[src/sv/ppst_pkg.sv]
// Shared types, constants and the CORDIC arctangent table for the pure pursuit tracker.
package ppst_pkg;

  localparam int unsigned WAYPOINT_DEPTH_DEF = 1024;
  localparam int unsigned END_MARGIN_DEF     = 5;

  localparam int unsigned CW         = 54;  // CORDIC x/y datapath width
  localparam int unsigned WB_W       = 20;
  localparam int unsigned LA_W       = 23;
  localparam int unsigned CFG_DATA_W = 23;
  localparam int unsigned CFG_IDX_W  = 1;
  localparam int unsigned SLOT_W     = 10;

  localparam logic [CFG_IDX_W-1:0] REG_WHEEL_BASE = 1'b0;
  localparam logic [CFG_IDX_W-1:0] REG_LOOKAHEAD  = 1'b1;

  localparam logic [4:0]  CORDIC_LAST = 5'd30;
  localparam logic [31:0] CORDIC_GAIN = 32'h26DD3B6A;

  typedef enum logic {
    CORDIC_VECT,
    CORDIC_ROT
  } cordic_mode_e;

  typedef struct packed {
    logic         start;
    cordic_mode_e mode;
  } cordic_req_t;

  typedef enum logic [1:0] {
    C_IDLE,
    C_NORM,
    C_ITER,
    C_DONE
  } cst_e;

  typedef enum logic [4:0] {
    S_IDLE,
    S_INI,
    S_INW,
    S_CHK,
    S_Q0,
    S_Q1,
    S_Q2,
    S_Q3,
    S_Q4,
    S_YAW_GO,
    S_YAW_WT,
    S_BR_GO,
    S_BR_WT,
    S_D0,
    S_D1,
    S_D2,
    S_D3,
    S_SIN_GO,
    S_SIN_WT,
    S_MW0,
    S_ST_GO,
    S_ST_WT,
    S_ADV,
    S_SR,
    S_SW,
    S_TGT,
    S_TGW,
    S_EMIT
  } st_e;

  function automatic logic [31:0] atan_entry(input logic [4:0] i);
    logic [31:0] v;
    case (i)
      5'd0:    v = 32'h20000000;
      5'd1:    v = 32'h12E4051E;
      5'd2:    v = 32'h09FB385B;
      5'd3:    v = 32'h051111D4;
      5'd4:    v = 32'h028B0D43;
      5'd5:    v = 32'h0145D7E1;
      5'd6:    v = 32'h00A2F61E;
      5'd7:    v = 32'h00517C55;
      5'd8:    v = 32'h0028BE53;
      5'd9:    v = 32'h00145F2F;
      5'd10:   v = 32'h000A2F98;
      5'd11:   v = 32'h000517CC;
      5'd12:   v = 32'h00028BE6;
      5'd13:   v = 32'h000145F3;
      5'd14:   v = 32'h0000A2FA;
      5'd15:   v = 32'h0000517D;
      5'd16:   v = 32'h000028BE;
      5'd17:   v = 32'h0000145F;
      5'd18:   v = 32'h00000A30;
      5'd19:   v = 32'h00000518;
      5'd20:   v = 32'h0000028C;
      5'd21:   v = 32'h00000146;
      5'd22:   v = 32'h000000A3;
      5'd23:   v = 32'h00000051;
      5'd24:   v = 32'h00000029;
      5'd25:   v = 32'h00000014;
      5'd26:   v = 32'h0000000A;
      5'd27:   v = 32'h00000005;
      5'd28:   v = 32'h00000003;
      default: v = 32'h00000001;
    endcase
    return v;
  endfunction

endpackage

[src/sv/ppst_isqrt.sv]
// Bit-pair iterative integer square root, 32 steps of a 64-bit radicand.
module ppst_isqrt (
  input  logic        clk_i,
  input  logic        rst_ni,
  input  logic        start_i,
  input  logic [63:0] v_i,
  output logic        done_o,
  output logic [31:0] r_o
);
  import ppst_pkg::*;

  logic        busy_q, done_q;
  logic [4:0]  cnt_q;
  logic [63:0] v_q, r_q, b_q;
  logic [63:0] t;

  assign t = r_q + b_q;

  always_ff @(posedge clk_i or negedge rst_ni) begin
    if (!rst_ni) begin
      busy_q <= 1'b0;
      done_q <= 1'b0;
      cnt_q  <= '0;
    end else begin
      done_q <= busy_q && (cnt_q == 5'd31);
      if (start_i) begin
        busy_q <= 1'b1;
        cnt_q  <= '0;
      end else if (busy_q) begin
        cnt_q <= cnt_q + 5'd1;
        if (cnt_q == 5'd31) begin
          busy_q <= 1'b0;
        end
      end
    end
  end

  always_ff @(posedge clk_i) begin
    if (start_i) begin
      v_q <= v_i;
      r_q <= '0;
      b_q <= 64'h4000_0000_0000_0000;
    end else if (busy_q) begin
      if (v_q >= t) begin
        v_q <= v_q - t;
        r_q <= (r_q >> 1) + b_q;
      end else begin
        r_q <= r_q >> 1;
      end
      b_q <= b_q >> 2;
    end
  end

  assign done_o = done_q;
  assign r_o    = r_q[31:0];

endmodule

[config.mk]
export PLATFORM = sky130hd
export DESIGN_NAME = ppst_isqrt
export DESIGN_NICKNAME = d
export VERILOG_FILES = /design/src/sv/ppst_pkg.sv /design/src/sv/ppst_isqrt.sv
export SDC_FILE = /design/constraint.sdc
export NUM_CORES = 1
export LEC_CHECK = 0
export BUFFER_PORTS_ARGS = -buffer_cell sky130_fd_sc_hd__clkbuf_2
export CORE_UTILIZATION = 55
export CTS_CLUSTER_DIAMETER = 50
export CTS_CLUSTER_SIZE = 25
export DETAILED_ROUTE_END_ITERATION = 6
export PLACE_DENSITY = 0.73
export SETUP_SLACK_MARGIN = 0.1
export SLEW_MARGIN = 0
export SYNTH_ARGS = -nofsm -noshare
export SYNTH_HDL_FRONTEND = slang
export SYNTH_SLANG_ARGS = --single-unit
[constraint.sdc]
create_clock -name clk_i -period 21.5 [get_ports clk_i]
set_input_delay 3.225 -clock clk_i [delete_from_list [all_inputs] [get_ports clk_i]]
set_output_delay 3.225 -clock clk_i [all_outputs]
set_load 0.02 [all_outputs]
==> run_results.csv, run 1 <==
group,metric,value,unit
yosys,synth_ff_type,"dfxtp_1",
drt,viasPerCell,6.43,
job,drv_cap,0,
clock_tree,cts.sinks,167,
clock_tree,htree_levels,4,
setup_path,crit_slowest_cell,"o21ai_4",
worst_hold_path,hp-class,"flop to flop",
yosys,synthArstFlopShare,0.0419,
cells_and_area,diodes,0,
cells_and_area,drive_above_1_share,0.101,
worst_hold_path,min_to,"r_q[0]$_SDFFE_PP0P_",
power,seqPwrFrac,0.251,
drt,drtIter0Drc,1248,
setup_path,r2r_cells,20,
drt,antenna_left,0,
grt,grt_overflow,0,
timing,fin_crit,7.12,ns
worst_hold_path,min-delay-start,"r_q[0]$_SDFFE_PP0P_",
drt,route.detailed.drc,0,
floorplanning,fp.dieW,171,µm
power,clock_power_share,0.157,
clock_tree,cts_tree,"done",
yosys,yosys_warnings,0,
power,internal_power,1.05,mW
floorplanning,die-area,29300,µm²
clock_tree,post_cts_resized,0,
timing,report.final.slew_viol_count,0,
grt,grt_util_all_layers,0.320,
setup_path,cp.required,21.60,ns
outcome,status,"complete, no violations",
yosys,yosysTopAreaCell,"dfxtp_1",
yosys,synthCells,1993,
timing,fin_ws,14.38,ns
timing,clock.fmax,141,MHz
placement,numPortBuffers,99,
grt,grt_pass1_wl,74600,µm
yosys,synth.area.top_cells,"dfxtp_1 12%, edfxtp_1 12%, ha_1 10%",
yosys,synth_edf_count,64,
yosys,seq_area_frac_synth,0.255,
power,p_switching,0.938,mW
setup_path,cpPeakStageDelay,0.85,ns
timing,setup_viol,0,
drt,wl,46600,µm
placement,hpwlAfterDp,34600,µm
setup_path,crit_arrival,7.22,ns
cells_and_area,nets,2184,
clock_tree,cts_root_buffer,"clkbuf_16",
power,netSwitchingFraction,0.472,
timing,setup_tns,0,ns
setup_path,cp-end-kind,"flop",
setup_path,r2r_slack,14.38,ns
setup_path,critPathLaunchType,"flop",
setup_path,cp_cell_sequence,"ha_1, nand2_1, nor4_2, nand4_1, a31oi_1, a31oi_1, o22ai_1, o21ai_0, o21ai_0, xnor2_1, ha_1, nand4_1, nor3_1, nand4_1, or4_1, a31oi_4, buf_4, nor3_4, o21ai_4, buf_4",
setup_path,critPathBufInv,2,
drt,firstDrtPassIters,5,
placement,place_area,16200,µm²
floorplanning,pin_count,100,
timing,clock_skew,0.0142,ns
setup_path,crit_family,"compound AO/OA/AOI/OAI gates",
power,power_density,119,nW/µm²
power,p_leak,6.94,nW
setup_path,crit_top_cell,"nand4_1",
yosys,netlist_area,15800,µm²
timing,rsz0062_at_grt,"no",
power,pwr-share-comb,0.592,
yosys,ys_ff_latch,167,
timing,hold_violations,0,
cells_and_area,nFillCells,2636,
grt,grt_max_degree,93,
clock_tree,clk_latency,0.46,ns
setup_path,r2r_end,"v_q[59]$_DFFE_PP_",
drt,wire_per_inst,19.6,µm
clock_tree,clock_path_buffers,2,
setup_path,cp_num_cells,20,
placement,place.gp.congestion,0.982,
worst_hold_path,hold_path_depth,2,
yosys,syn_avg_cell_area,7.91,µm²
clock_tree,clkTransAtPathRegs,0.07,ns
timing,tightest_slew,1.22,ns
clock_tree,postCtsHoldBufs,0,
floorplanning,dieHeight,171,µm
timing,relSlewSlack,0.185,
setup_path,reg2reg_from,"r_q[12]$_SDFFE_PP0P_",
floorplanning,rows,61,
yosys,synth_top_area_share,0.122,
grt,grt_pass1_vias,14400,
floorplanning,design.core.area,28000,µm²
timing,fin_crit_sh,0.331,
setup_path,critPathKind,"flop to flop",
clock_tree,postCtsSetupBuffers,0,
clock_tree,cts_inserted_buffers,17,
setup_path,critical_path.max_fanout,33,
yosys,syn-num-nets,2193,
grt,antenna_found_initial,0,
power,ir_drop,0.0000626,V
cells_and_area,syn_to_final_growth,6.06,%
drt,vias,15300,
cells_and_area,design_area,16700,µm²
floorplanning,start_util,0.563,
yosys,yosysUniqueCellTypes,96,
placement,dp_slack,14.43,ns
## power groups by stage
stage	combinational, mW	sequential [mW]	clock, mW
final	1.18	0.499	0.311
after global routing	1.29	0.505	0.327
after CTS	1.15	0.497	0.314
after detailed placement	1.14	0.500	0
after global placement	1.12	0.501	0
after floorplan	0.904	0.485	0
## cell families after synthesis
kind of cell / share of synthesized area
and+or+nand+nor: 0.190
muxes: 0.0395
DFF: 0.255
buffers and inverters: 0.0572
adders and majority gates: 0.106
AOI/OAI and AO/OA: 0.279
xor gates and xnor gates: 0.0739
## final cells by class
class	instances	area (µm²)	area share
clock buffer	22	478	0.0286
inverter	61	229	0.0137
clock inverter	10	91.3	0.00546
multi-input combinational	1629	10900	0.649
tap	378	473	0.0283
sequential	167	4020	0.241
timing repair buffer	108	569	0.0340
## worst register-to-register path: cells and delay by family, from the launching register on
family,cells,cell delay [ns]
fa+ha+maj,2,0.77
compound gates,7,2.52
simple gates,8,2.01
buf+inv,2,0.96
flops,1,0.38
xor+xnor,1,0.10
## state kept, by name, indices dropped and copies added (netlist names)
register / count
b_q: 32
done_o: 1
v_q: 64
cnt_q: 5
r_q: 64
busy_q: 1
## layout by cell type (no fill, tap or decap), drive strengths merged, types with 16 or more instances in the layout
cell    synthesis  routed
o31ai          52      52
or3            26      26
a211oi         28      28
xnor2          61      61
a21boi         16      16
nand2         215     215
xor2           72      72
mux2i          51      51
inv            61      66
and2           17      17
nor2          188     188
o21bai         34      34
ha            132     132
o21ai         150     150
a31o           20      20
a21o           36      36
a31oi          60      60
nand3          36      36
dfxtp          96      96
a311oi         20      20
and3           16      16
nand4          44      44
nor3           38      38
edfxtp         64      64
clkbuf         78     120
a21oi         147     147
## worst max-delay path by stage
| stage | startpoint | to | slack [ns] |
|---|---|---|---|
| 6_report | r_q[12]$_SDFFE_PP0P_ | v_q[59]$_DFFE_PP_ | 14.38 |
| 5_1_grt | r_q[12]$_SDFFE_PP0P_ | v_q[50]$_DFFE_PP_ | 13.86 |
| 4_1_cts | r_q[12]$_SDFFE_PP0P_ | v_q[50]$_DFFE_PP_ | 14.39 |
| 3_5_place_dp | r_q[12]$_SDFFE_PP0P_ | v_q[60]$_DFFE_PP_ | 14.43 |
| 3_3_place_gp | r_q[28]$_SDFFE_PP0P_ | v_q[61]$_DFFE_PP_ | 14.66 |
| 2_1_floorplan | r_q[12]$_SDFFE_PP0P_ | v_q[0]$_DFFE_PP_ | 12.02 |
## per-stage QoR
| stage | utilization | cells | hold WS, ns | total power, mW |
|---|---|---|---|---|
| 2_1_floorplan | - | 1993 | 0.478 | 1.39 |
| 3_3_place_gp | 0.577 | 2343 | 0.490 | 1.62 |
| 3_5_place_dp | 0.577 | 2343 | 0.522 | 1.64 |
| 4_1_cts | 0.597 | 2375 | 0.536 | 1.96 |
| 5_1_grt | 0.597 | 2375 | 0.569 | 2.12 |
| 6_report | 0.597 | 2375 | 0.540 | 1.99 |
## cells in the mapped netlist, types with 10 or more instances
cell	number
o21a_1	13
nand4_1	44
o21ai_0	141
nand2_1	212
xnor2_1	61
inv_1	61
mux2_2	10
nor2b_1	11
edfxtp_1	64
a31oi_1	58
nand3_1	35
a21boi_0	14
a21oi_1	143
xor2_1	72
mux2i_1	51
nor2_1	188
a311oi_1	20
and3_1	16
buf_2	17
a31o_2	20
nand2b_1	10
buf_4	33
or3_1	26
o21bai_1	34
and2_1	16
a211oi_1	28
dfxtp_1	96
ha_1	132
clkbuf_1	76
o31ai_1	52
nor4_1	13
nor3_1	36
o211ai_1	15
a21o_1	36
## per-layer routing
layer / routed length [µm] / GRT usage
met1: 20900 / 0.422
met2: 21300 / 0.530
met3: 3200 / 0.0495
met4: 1200 / 0.107
met5: 0 / 0
Note: power is estimated with default switching activity, not from simulation.
==> run 2: changes to the inputs <==
--- a/config.mk
+++ b/config.mk
@@ -10,7 +10,7 @@
 export CTS_CLUSTER_DIAMETER = 50
 export CTS_CLUSTER_SIZE = 25
 export DETAILED_ROUTE_END_ITERATION = 6
-export PLACE_DENSITY = 0.73
+export PLACE_DENSITY = 0.76
 export SETUP_SLACK_MARGIN = 0.1
 export SLEW_MARGIN = 0
 export SYNTH_ARGS = -nofsm -noshare
==> constraint.sdc (replaced) <==
create_clock -name clk_i -period 6.1 [get_ports clk_i]
set_input_delay 0.915 -clock clk_i [delete_from_list [all_inputs] [get_ports clk_i]]
set_output_delay 0.915 -clock clk_i [all_outputs]
set_load 0.02 [all_outputs]
==> run 2 against run 1 <==
- register-to-register slack got worse by 14 ns
- sequential power rose to 3.5 times the previous value
- setup slack worse by 14 ns
- die area did not move
- critical path depth increased by 1
- sequential share of layout area shrank 0.50 points
- clock power grew to 3.5 times the previous value
- via count grew 1.3%
- flip-flop and latch count unchanged
- maximum frequency increased by 25%
- clock-buffer cell count rose by 2
- combinational power grew to 3.6 times the previous value
==> run_results.csv, run 2 (synthesis gave the netlist of run 1 again) <==
group,metric,value,unit
outcome,status,"complete, no violations",
floorplanning,pin_count,100,
placement,hpwlAfterDp,35400,µm
timing,setup_tns,0,ns
timing,hold_ws,0.291,ns
drt,wire_per_inst,19.6,µm
placement,place.gp.congestion,0.943,
timing,report.final.slew_viol_count,0,
power,seqPwrFrac,0.248,
power,power_density,416,nW/µm²
timing,hold_violations,0,
power,p_switching,3.34,mW
setup_path,cp-end-kind,"flop",
floorplanning,dieHeight,171,µm
cells_and_area,nFillCells,2536,
setup_path,cp.required,6.44,ns
drt,firstDrtPassIters,6,
floorplanning,rows,61,
floorplanning,fp.dieW,171,µm
grt,grt_overflow,0,
timing,fin_crit_sh,0.935,
placement,place_area,16400,µm²
cells_and_area,reg_top3,"r_q (64), v_q (64), b_q (32)",
floorplanning,die-area,29300,µm²
clock_tree,cts_root_buffer,"clkbuf_16",
clock_tree,clkTransAtPathRegs,0.07,ns
drt,viasPerCell,6.43,
job,drv_cap,0,
grt,grt_pass1_wl,75000,µm
cells_and_area,multiInputGateArea,11000,µm²
clock_tree,htree_levels,4,
power,internal_power,3.76,mW
setup_path,critical_path.max_fanout,51,
setup_path,critPathKind,"flop to flop",
clock_tree,clock_path_buffers,2,
floorplanning,start_util,0.563,
setup_path,crit_arrival,6.04,ns
setup_path,r2r_end,"r_q[51]$_SDFFE_PP0P_",
setup_path,critPathLaunchType,"flop",
timing,setup_viol,0,
drt,antenna_left,0,
clock_tree,cts_tree,"done",
drt,route.detailed.drc,0,
cells_and_area,final_cell_mix,"212 x nand2_1, 187 x nor2_1, 141 x a21oi_1, 137 x o21ai_0, 129 x ha_1",
cells_and_area,drive_above_1_share,0.118,
setup_path,r2r_slack,0.40,ns
grt,grt_util_all_layers,0.320,
timing,tightest_slew,1.09,ns
grt,grt_pass1_vias,14400,
placement,numPortBuffers,99,
cells_and_area,diodes,0,
placement,dp.cells,2372,
power,netSwitchingFraction,0.471,
timing,relSlewSlack,0.276,
clock_tree,postCtsHoldBufs,0,
power,finalPower,7.10,mW
cells_and_area,layout_commonest_cell,"nand2_1",
power,ir_drop,0.000283,V
power,pwr-share-comb,0.600,
cells_and_area,final_cells,2405,
clock_tree,clk_latency,0.45,ns
drt,vias,15500,
timing,clock.fmax,175,MHz
cells_and_area,nets,2215,
setup_path,r2r_cells,21,
power,clock_power_share,0.152,
drt,drtIter0Drc,1481,
grt,grt_max_degree,121,
drt,wl,47000,µm
floorplanning,design.core.area,28000,µm²
clock_tree,cts_inserted_buffers,17,
timing,rsz0062_at_grt,"no",
clock_tree,cts.sinks,167,
setup_path,reg2reg_from,"r_q[12]$_SDFFE_PP0P_",
grt,antenna_found_initial,0,
cells_and_area,design_area,17100,µm²
power,p_leak,7.12,nW
cells_and_area,syn_to_final_growth,8.33,%
worst_hold_path,hp-class,"input pin to asynchronous set/reset pin",
timing,fin_crit,5.70,ns
timing,clock_skew,0.0133,ns
cells_and_area,seq_area,4020,µm²
[run 2: timing repair]
item	CTS	global route
pin swaps	0	3
setup buffers	0	2
gates resized for setup	1	21
endpoints found under the setup margin	2	134
[run 2: layout make-up]
cell class / count / area share
well taps: 378 / 0.0277
clock buffers: 24 / 0.0295
multi-input cells: 1629 / 0.642
clock inverters: 7 / 0.00322
repair buffers: 139 / 0.0492
inverters: 61 / 0.0134
flip-flops and latches: 167 / 0.235
[run 2: worst max path at each step]
stage                              start                   end  slack (ns)  depth (start not counted)
floorplan           r_q[12]$_SDFFE_PP0P_      v_q[0]$_DFFE_PP_        0.22                         21
global placement    r_q[10]$_SDFFE_PP0P_     v_q[62]$_DFFE_PP_        0.32                         20
detailed placement  r_q[10]$_SDFFE_PP0P_   r_q[7]$_SDFFE_PP0P_        0.12                         20
CTS                 r_q[10]$_SDFFE_PP0P_  r_q[51]$_SDFFE_PP0P_        0.15                         20
global route        r_q[12]$_SDFFE_PP0P_  r_q[51]$_SDFFE_PP0P_        0.06                         20
finish              r_q[12]$_SDFFE_PP0P_  r_q[51]$_SDFFE_PP0P_        0.40                         21
[run 2: through the flow]
step                worst slack (ns)  utilization
detailed placement             0.124        0.586
global placement               0.316        0.586
global route                  0.0598        0.610
CTS                            0.153        0.606
floorplan                      0.223            -
finish                         0.397        0.610
[run 2: metal layers]
| layer | share of wire | global-route usage | vias to the layer above |
|---|---|---|---|
| met5 | 0 | 0 | - |
| met4 | 0.025 | 0.100 | 0 |
| met3 | 0.069 | 0.0444 | 85 |
| met2 | 0.45 | 0.521 | 626 |
| met1 | 0.45 | 0.437 | 7303 |
| li1 | - | - | 7456 |
[run 2: power groups by stage]
stage | Clock [mW] | Combinational [mW] | Sequential (mW)
global route | 1.13 | 4.67 | 1.78
floorplan | 0 | 3.19 | 1.68
detailed placement | 0 | 4.14 | 1.77
global placement | 0 | 4.09 | 1.77
finish | 1.08 | 4.26 | 1.76
CTS | 1.08 | 4.16 | 1.76
[run 2: worst max-delay path, stage by stage (launching register included)]
cell and delay (ns):
dfxtp_1 0.38, ha_1 0.41, nand2_1 0.14, nor4_4 0.36
nand4_1 0.14, buf_4 0.18, a31oi_2 0.29, a31o_2 0.23
a221o_1 0.24, and3_1 0.22, o21ai_0 0.11, xor2_1 0.20
ha_2 0.41, nand2_1 0.14, nor3_4 0.24, nand4_1 0.19
or4_1 0.49, a31oi_4 0.25, nor3_4 0.08, buf_12 0.21
or3_1 0.36, a311oi_1 0.30
